$ cat src/rtl/tlf_pkg.sv
package tlf_pkg;

	localparam int LINE_WIDTH = 63;
	localparam int COL_W = $clog2(LINE_WIDTH + 1);
	localparam int ADDR_W = $clog2(LINE_WIDTH);
	localparam logic [COL_W-1:0] LINE_LEN = COL_W'(LINE_WIDTH);

	localparam logic [7:0] CH_BLANK = 8'd32;
	localparam logic [7:0] CH_TAB = 8'd9;
	localparam logic [7:0] CH_NL = 8'd10;

	localparam logic [1:0] TAB_SHIFT_RST = 2'd2;

	// True when the position lies on a tab stop of spacing 2**sh.
	function automatic logic at_stop(input logic [7:0] p, input logic [1:0] sh);
		logic [7:0] m;
		m = (8'd1 << sh) - 8'd1;
		return (p & m) == 8'd0;
	endfunction

endpackage

$ cat src/rtl/text_line_folder.sv
// Text line folder: one text byte per input beat, folded text out.
// Input channel in_valid/in_ready carries char_in. Output channel
// out_valid/out_ready carries char_out and last; last marks the final
// byte caused by one input, which is always the newline ending a line.
// The configuration channel cfg_valid/cfg_ready carries tab_shift (tab
// stops every 2**tab_shift columns); write it only while the block idles.
// The block takes one input at a time and in_ready is low while it works.
// A tab that does not end the line writes one blank to the line buffer
// per cycle until the next tab stop. Emitting a line streams one beat
// per cycle from the buffer's single read port while the receiver is
// ready: len + 1 beats for a line of len bytes. A byte that fills the line
// adds a backward blank search, one buffer read per cycle, and after the
// line is sent the tail is copied to the front at one byte per cycle.
// A stalled receiver simply holds the current beat; the sequencer waits.
// Reset clears the column and restores tab_shift to 2; the line buffer
// needs no clearing, since only written entries are ever read.
module text_line_folder
	import tlf_pkg::*;
(
	input  logic       clk,
	input  logic       arst_n,
	input  logic       cfg_valid,
	output logic       cfg_ready,
	input  logic [1:0] tab_shift,
	input  logic       in_valid,
	output logic       in_ready,
	input  logic [7:0] char_in,
	output logic       out_valid,
	input  logic       out_ready,
	output logic [7:0] char_out,
	output logic       last
);

	typedef enum logic [2:0] {
		IDLE,
		TAB,
		SRCH_RD,
		SRCH_CHK,
		EMIT,
		SHIFT
	} state_t;

	state_t            state_q, state_d;
	logic [COL_W-1:0]  col_q, col_d;
	logic [COL_W-1:0]  pos_q, pos_d;
	logic [COL_W-1:0]  rd_q, rd_d;
	logic [COL_W-1:0]  len_q, len_d;
	logic              tail_q, tail_d;
	logic              ovalid_q, ovalid_d;
	logic              nl_q, nl_d;
	logic [1:0]        tab_shift_q;

	logic [7:0]        line_store_q [LINE_WIDTH];
	logic [7:0]        rdata_q;

	logic              mem_we;
	logic [ADDR_W-1:0] mem_waddr;
	logic [7:0]        mem_wdata;
	logic              mem_re;
	logic [ADDR_W-1:0] mem_raddr;

	logic [COL_W-1:0]  pos_in;
	logic [COL_W-1:0]  pos_p1;
	logic [COL_W-1:0]  rd_inc;
	logic [COL_W-1:0]  pos_inc;
	logic [COL_W-1:0]  cut;
	logic              cut_found;

	assign cfg_ready = 1'b1;
	assign in_ready  = (state_q == IDLE);
	assign out_valid = ovalid_q;
	assign char_out  = nl_q ? CH_NL : rdata_q;
	assign last      = nl_q;

	assign pos_in  = (col_q >= LINE_LEN) ? '0 : col_q;
	assign pos_p1  = pos_in + 1'b1;
	assign rd_inc  = rd_q + 1'b1;
	assign pos_inc = pos_q + 1'b1;

	always_comb begin
		state_d   = state_q;
		col_d     = col_q;
		pos_d     = pos_q;
		rd_d      = rd_q;
		len_d     = len_q;
		tail_d    = tail_q;
		ovalid_d  = ovalid_q;
		nl_d      = nl_q;
		mem_we    = 1'b0;
		mem_waddr = pos_in[ADDR_W-1:0];
		mem_wdata = char_in;
		mem_re    = 1'b0;
		mem_raddr = rd_q[ADDR_W-1:0];
		cut       = LINE_LEN;
		cut_found = 1'b0;

		unique case (state_q)
			IDLE: begin
				if (in_valid) begin
					if (char_in == CH_TAB) begin
						mem_we    = 1'b1;
						mem_wdata = CH_BLANK;
						if (pos_p1 >= LINE_LEN) begin
							col_d  = '0;
							len_d  = LINE_LEN;
							tail_d = 1'b0;
						end else if (!at_stop(8'(pos_p1), tab_shift_q)) begin
							pos_d   = pos_p1;
							state_d = TAB;
						end else begin
							col_d = pos_p1;
						end
					end else if (char_in == CH_NL) begin
						col_d  = '0;
						len_d  = pos_in;
						tail_d = 1'b0;
					end else begin
						mem_we = 1'b1;
						if (pos_p1 >= LINE_LEN) begin
							rd_d    = LINE_LEN - 1'b1;
							state_d = SRCH_RD;
						end else begin
							col_d = pos_p1;
						end
					end
					// A full line after a tab, or a newline on a non-empty line.
					if ((char_in == CH_TAB && pos_p1 >= LINE_LEN) ||
					    (char_in == CH_NL && pos_in != '0)) begin
						mem_re    = 1'b1;
						mem_raddr = '0;
						rd_d      = '0;
						ovalid_d  = 1'b1;
						nl_d      = 1'b0;
						state_d   = EMIT;
					end
				end
			end
			TAB: begin
				mem_waddr = pos_q[ADDR_W-1:0];
				mem_wdata = CH_BLANK;
				if (pos_q < LINE_LEN && !at_stop(8'(pos_q), tab_shift_q)) begin
					mem_we = 1'b1;
					pos_d  = pos_inc;
				end else if (pos_q >= LINE_LEN) begin
					col_d     = '0;
					len_d     = LINE_LEN;
					tail_d    = 1'b0;
					mem_re    = 1'b1;
					mem_raddr = '0;
					rd_d      = '0;
					ovalid_d  = 1'b1;
					nl_d      = 1'b0;
					state_d   = EMIT;
				end else begin
					col_d   = pos_q;
					state_d = IDLE;
				end
			end
			SRCH_RD: begin
				mem_re  = 1'b1;
				state_d = SRCH_CHK;
			end
			SRCH_CHK: begin
				// Column 0 is never a cut point; reaching it means a hard cut.
				if (rdata_q == CH_BLANK) begin
					cut       = rd_inc;
					cut_found = 1'b1;
				end else if (rd_q == COL_W'(1)) begin
					cut       = LINE_LEN;
					cut_found = 1'b1;
				end else begin
					rd_d      = rd_q - 1'b1;
					mem_re    = 1'b1;
					mem_raddr = rd_d[ADDR_W-1:0];
				end
				if (cut_found) begin
					len_d     = cut;
					tail_d    = (cut < LINE_LEN);
					col_d     = (cut < LINE_LEN) ? LINE_LEN - cut : '0;
					mem_re    = 1'b1;
					mem_raddr = '0;
					rd_d      = '0;
					ovalid_d  = 1'b1;
					nl_d      = 1'b0;
					state_d   = EMIT;
				end
			end
			EMIT: begin
				if (out_ready) begin
					if (nl_q) begin
						ovalid_d = 1'b0;
						nl_d     = 1'b0;
						if (tail_q) begin
							mem_re    = 1'b1;
							mem_raddr = len_q[ADDR_W-1:0];
							rd_d      = len_q;
							pos_d     = '0;
							state_d   = SHIFT;
						end else begin
							state_d = IDLE;
						end
					end else if (rd_inc < len_q) begin
						rd_d      = rd_inc;
						mem_re    = 1'b1;
						mem_raddr = rd_inc[ADDR_W-1:0];
					end else begin
						nl_d = 1'b1;
					end
				end
			end
			SHIFT: begin
				// Copy the tail to the front, reading ahead of the write.
				mem_we    = 1'b1;
				mem_waddr = pos_q[ADDR_W-1:0];
				mem_wdata = rdata_q;
				pos_d     = pos_inc;
				if (rd_inc < LINE_LEN) begin
					rd_d      = rd_inc;
					mem_re    = 1'b1;
					mem_raddr = rd_inc[ADDR_W-1:0];
				end else begin
					state_d = IDLE;
				end
			end
			default: state_d = IDLE;
		endcase
	end

	always_ff @(posedge clk or negedge arst_n) begin
		if (!arst_n) begin
			state_q     <= IDLE;
			col_q       <= '0;
			pos_q       <= '0;
			rd_q        <= '0;
			len_q       <= '0;
			tail_q      <= 1'b0;
			ovalid_q    <= 1'b0;
			nl_q        <= 1'b0;
			tab_shift_q <= TAB_SHIFT_RST;
		end else begin
			state_q  <= state_d;
			col_q    <= col_d;
			pos_q    <= pos_d;
			rd_q     <= rd_d;
			len_q    <= len_d;
			tail_q   <= tail_d;
			ovalid_q <= ovalid_d;
			nl_q     <= nl_d;
			if (cfg_valid) begin
				tab_shift_q <= tab_shift;
			end
		end
	end

	always_ff @(posedge clk) begin
		if (mem_we) begin
			line_store_q[mem_waddr] <= mem_wdata;
		end
		if (mem_re) begin
			rdata_q <= line_store_q[mem_raddr];
		end
	end

endmodule

$ cat config.mk
export PLATFORM = sky130hd
export DESIGN_NAME = text_line_folder
export DESIGN_NICKNAME = d
export VERILOG_FILES = /design/src/rtl/tlf_pkg.sv /design/src/rtl/text_line_folder.sv
export SDC_FILE = /design/constraint.sdc
export NUM_CORES = 1
export LEC_CHECK = 0
export ABC_AREA = 1
export BUFFER_PORTS_ARGS = -buffer_cell sky130_fd_sc_hd__clkbuf_2
export CAP_MARGIN = 20
export CORE_MARGIN = 2
export CORE_UTILIZATION = 55
export CTS_CLUSTER_DIAMETER = 60
export DETAILED_ROUTE_END_ITERATION = 16
export HOLD_SLACK_MARGIN = 0.02
export PLACE_DENSITY_LB_ADDON = 0.12
export SLEW_MARGIN = 15
export SYNTH_ARGS = -nofsm -noshare
export SYNTH_HDL_FRONTEND = slang
export SYNTH_SLANG_ARGS = --single-unit
$ cat constraint.sdc
create_clock -name clk -period 6.18 [get_ports clk]
set_input_delay 0.618 -clock clk [delete_from_list [all_inputs] [get_ports clk]]
set_output_delay 0.618 -clock clk [all_outputs]
set_load 0.05 [all_outputs]
---- Yosys cells after proc, flatten, opt, wreduce, memory -nomap -nowiden ----
Memory sizes are Yosys's and may differ from the RTL's. A register that Yosys moved wholly into a read port is not among the register bits.
Index checks and enable logic that the tools add are counted.
storage, ports and cells
  output and inout port bits .............. 12
  memory bits (writable) .................. 504
  bits of input ports ..................... 15
  bits in registers ....................... 32
  memories ................................ 1
memories
  memory        words  bits a word  read ports  clocked after memory_dff  write ports  RTL line                source
  line_store_q  63     8            1           1                         1            text_line_folder.sv:53  logic [7:0] line_store_q [LINE_WIDTH];
cells by class
  multiplexer cells ....................... 116
  order comparisons ....................... 7
  bitwise gates (word level) .............. 2
  equality and inequality tests ........... 33
  shift-type cells ........................ 1
  reductions and logical operators ........ 21
  add/sub/neg operators ................... 6
operators with widths
  kind                 count
  $mux 6               46
  $pmux 6 s5           2
  $mux 3               14
  $mux 1               41
  $pmux 6 s3           2
  $mux 8               3
  $pmux 6 s4           1
  $pmux 8 s3           1
  $ne 2x2->1 const B   11
  $add 6x1->6 const B  3
  $ge 6x6->1 const B   3
  $lt 6x6->1 const B   3
  $pmux 3 s6           1
  $and 6x8->8          2
  $eq 8x4->1 const B   2
  $logic_not 8->1      2
  $reduce_and 7->1     2
  $ne 4x3->1 const B   3
  $reduce_and 10->1    1
  $reduce_and 9->1     1
  $eq 8x6->1 const B   1
  $pmux 1 s4           2
  $reduce_and 8->1     1
  $reduce_bool 4->1    2
  28 further kinds     36

---- Logic depth before layout (Yosys ltp) ----
  depth in word-level cells ............... 11
  mapped depth ............................ 27

---- Least setup slack after synthesis ----
Ideal clock, no wire load.
  path type ............................... register to register
  start ................................... reg state_q[2]
  end ..................................... mem line_store_q[0][4], data pin
  data required time ...................... 5,485 ps
  arrival time ............................ 3,618 ps
  cell stages (with the launch flop) ...... 6
  clock period less this slack ............ 4,313 ps
  path slack .............................. 1,867 ps
  setup time .............................. 695 ps
  cells stage by stage .................... dfrtp_1 buf_4 nand2_1 nor2_1 clkinv_1 o21ai_0
on the way
  cells in the longest elaborated chain, start to end .. 2
ends and longest elaborated chain
  item                                      RTL line                 source
  start, declared                           text_line_folder.sv:43   state_t state_q, state_d;
  start signal, assigned                    text_line_folder.sv:241  state_q <= state_d;
  $eq 3x3->1, or another cell as far along  text_line_folder.sv:97   unique case (state_q)
  $pmux 8 s3 (*)                            text_line_folder.sv:97
  named net mem_wdata[4]                    text_line_folder.sv:58   logic [7:0] mem_wdata;
  end, declared                             text_line_folder.sv:53
The timed path passes the listed nets; every way through them passes the cells marked *.

---- Worst setup path after layout ----
  start ................................... reg rd_q[0]
  end ..................................... reg rdata_q[1], read port of line_store_q, data pin
on the way
  cells in the longest elaborated chain, start to end .. 6
ends and longest elaborated chain
  item                                              RTL line                                          source
  start, declared                                   text_line_folder.sv:46                            logic [COL_W-1:0] rd_q, rd_d;
  start signal, assigned                            text_line_folder.sv:244                           rd_q <= rd_d;
  $add 6x1->6 / $eq 6x1->1 (equally long branches)  text_line_folder.sv:77, text_line_folder.sv:168
  $lt 6x6->1 / $mux 1 (equally long branches)       text_line_folder.sv:202, text_line_folder.sv:168
  $mux 1, or another cell as far along              text_line_folder.sv:202                           end else if (rd_inc < len_q) begin
  $mux 1, or another cell as far along              text_line_folder.sv:190                           if (nl_q) begin
  $mux 1, or another cell as far along              text_line_folder.sv:189                           if (out_ready) begin
  $pmux 1 s6 / $pmux 6 s5 (equally long branches)   text_line_folder.sv:97
  end, declared                                     text_line_folder.sv:54                            logic [7:0] rdata_q;
Parallel ways exist; a longest one is shown, timed or not. The select of a mux whose other input is x is not followed.
A chain may end at the register's enable or synchronous reset.

==> flow_summary.yaml <==
outcome:
  status: "completed"
timing:
  min_period_ns: 5.14
  slew_violations: 0
  fmax_ghz: 0.195
  skew_ns: 0.0344
  fin_crit_sh_pct: 83.2
  slew_headroom_pct: 20.4
  worstMarginPinSlew_ns: 1.19
  setup_tns_ns: 0
  hold_viol_final: 0
  setup_viol: 0
  rsz0062_at_grt: "no"
critical_path:
  worstPathRequired_ns: 6.57
  cp_max_fo: 158
  cp_data_arrival_time_ns: 5.53
  cp-start-kind: "flop"
  worstSetupPathType: "flop to flop"
  cp-end-kind: "flop"
placement:
  dpl_cell_area_sq_mm: 0.0274
  dp_hpwl_mm: 48.1
  portBuffers: 25
  gp_congestion: 0.996
synth:
  yosysUniqueCellTypes: 48
  async_flop_share_pct: 5.88
  synthAdderAreaFrac_pct: 0.613
  ys_seq_elements: 544
  synth_top_family_by_area: "simple AND/OR/NAND/NOR gates"
  syn_area_sq_mm: 0.0265
  synth_xor_area_share_pct: 0.165
  ys_warn_count: 0
  synthCells: 2766
  synth-simple-area-share_pct: 24.0
  avgSynthCellArea_sq_um: 9.60
  ys.flop_type: "edfxtp_1"
  yosysSeqAreaShare_pct: 60.9
  synth_mux_area_share_pct: 0.0424
  syn_nets: 2794
  synth_compound_area_share_pct: 2.99
  synth_edf_count: 512
clock_tree:
  cts_sinks: 544
  htree_levels: 2
  cts-root-buf: "clkbuf_16"
  post_cts_buffers: 0
  cts_hold_buf: 0
  tritoncts: "yes"
  cts_resized: 0
  clk_latency_ns: 0.65
  cts_buffers: 58
  cts.path.max_buffers: 3
  cts.clk_slew.worst_paths_ns: 0.06
global_route:
  grt_max_degree: 201
  grt-ovfl-total: 0
  grt_pass1_wl_mm: 119
  grt_antenna_before_repair: 0
  grt.total_usage_pct: 31.5
  grt_pass1_vias: 19339
floorplanning:
  die-area_sq_mm: 0.0500
  rows: 80
  initial_core_util_pct: 55.7
  dieWidth_um: 224
  die_h_um: 224
  io_pins: 27
  core_sq_mm: 0.0476
route:
  wirelength_mm: 77.6
  via_per_inst: 6.01
  post-route-drc-count: 0
  drtIter0Drc: 2386
  ant_nets: 0
  vias: 20467
  avgRoutedWirePerCell_um: 22.8
  drt_first_pass_iters: 8
job:
  maxCapViolCount: 0
final_layout:
  multi_input_area_sq_mm: 0.00754
  syn_to_final_growth_pct: 9.94
  fin_area_sq_mm: 0.0292
  fin_nets: 2776
  drive_above_1_share_pct: 7.56
  diodes: 0
  final_core_util_pct: 61.3
  regArea_sq_mm: 0.0162
  fillers: 3989
hold_path:
  hold_path_class: "input port to async pin"
==> area by class of cell <==
type                       count  share of cell area, %
timing repair buffer          89                   2.47
clock buffer                  71                   5.14
clock inverter                32                   1.11
inverter                     574                   7.38
sequential                   544                   55.4
tap                          615                   2.64
multi-input combinational   1481                   25.8
==> Yosys cell counts (all sizes together) (9+ instances only) <==
| library cell | count | area [sq um] |
|---|---|---|
| nor2 | 154 | 623 |
| a21oi | 20 | 100 |
| buf | 126 | 671 |
| edfxtp | 512 | 15400 |
| a31oi | 9 | 56.3 |
| o21ai | 66 | 330 |
| clkbuf | 41 | 154 |
| dfrtp | 31 | 776 |
| ha | 13 | 163 |
| nand4 | 243 | 1520 |
| nand2 | 393 | 1500 |
| nor3 | 11 | 66.3 |
| inv | 570 | 2140 |
| nand3 | 518 | 2610 |
==> flip-flops by register name, indices dropped and copies added, names as in the netlist <==
register,cells
out_valid,1
rd_q,6
line_store_q,504
tail_q,1
pos_q,6
col_q,6
state_q,3
tab_shift_q,2
len_q,6
last,1
rdata_q,8
==> cell families after synthesis <==
logic type,count (synthesis)
adder cells (fa/ha/maj),13
flip-flops,544
AND/OR/NAND/NOR,1327
other,1
XOR/XNOR,5
AO/OA/AOI/OAI,134
buffers and inverters,741
multiplexers,1
==> final timing paths <==
path / slack [ns] / endpoint / cells past startpoint / startpoint
max: 1.04 / rdata_q[1] / 22 / rd_q[0]
min: 0.13 / len_q[2] / 1 / arst_n
max reg2reg: 1.04 / rdata_q[1] / 22 / rd_q[0]
min reg2reg: 0.50 / len_q[4] / 2 / len_q[4]
max in group asynchronous: 5.45 / col_q[2] / 1 / arst_n
min in group clk: 0.21 / tab_shift_q[0] / 3 / tab_shift[0]
==> worst max-delay path, stage by stage, from the launching register on <==
cell      delay [ns]
dfrtp_1         0.60
clkinv_1        0.43
ha_1            0.50
ha_1            0.31
nand2_1         0.05
nand2_1         0.06
nand2_1         0.09
nand2_1         0.16
nand2_1         0.07
nand3_1         0.08
nand3_1         0.09
nand2_1         0.13
nor2_4          0.06
nand3_4         0.08
buf_12          0.39
buf_4           0.51
nand2_1         0.09
nand3_1         0.12
nand3_1         0.12
nand3_1         0.19
nand3_1         0.19
nand3_1         0.16
nand2_1         0.07
==> per-stage QoR <==
stage / std cells / hold WS, ns / setup WS, ns
after floorplan: 2766 / 0.322 / 1.87
after global placement: 3302 / 0.474 / 1.32
after detailed placement: 3303 / 0.488 / 1.25
after CTS: 3406 / 0.177 / 1.25
after global routing: 3406 / 0.198 / 0.735
final: 3406 / 0.134 / 1.04
==> layout by cell type, fill, tap and decap left out, types with 3 or more instances in the layout <==
cell | Yosys | layout
buf_12 | 0 | 9
buf_4 | 19 | 54
a21oi_1 | 20 | 19
nand2_1 | 387 | 387
xor2_1 | 4 | 4
nand2_2 | 4 | 3
nand4_1 | 243 | 243
o22ai_4 | 0 | 6
nor3_1 | 10 | 10
clkinv_2 | 0 | 7
nand3b_1 | 3 | 3
dfrtp_1 | 31 | 31
a211oi_1 | 5 | 5
nor2_2 | 6 | 6
a22oi_1 | 5 | 5
clkbuf_1 | 41 | 13
o311ai_0 | 3 | 3
edfxtp_1 | 512 | 512
o21ai_1 | 18 | 18
nor2_4 | 4 | 6
bufinv_16 | 0 | 4
ha_1 | 13 | 13
clkinv_1 | 4 | 14
inv_1 | 561 | 561
inv_6 | 0 | 3
o211ai_1 | 3 | 3
a31oi_1 | 9 | 9
o21ai_0 | 48 | 47
o221ai_1 | 6 | 6
clkbuf_2 | 0 | 25
nor2_1 | 144 | 142
inv_8 | 0 | 3
inv_2 | 9 | 9
nand3_1 | 515 | 515
clkbuf_16 | 0 | 58
==> layer usage <==
| layer | vias up | routed length [um] | share of wire (%) | global-route usage (%) |
|---|---|---|---|---|
| met3 | 207 | 6950 | 9.0 | 5.21 |
| met5 | - | 0 | 0 | 0 |
| met2 | 1022 | 35900 | 46 | 49.4 |
| li1 | 9375 | - | - | - |
| met4 | 0 | 3420 | 4.4 | 13.6 |
| met1 | 9863 | 31400 | 40 | 43.7 |
Power is left out: the tool's default activity adds up to more than one toggle a clock period on the data nets, which glitch-free logic cannot reach.
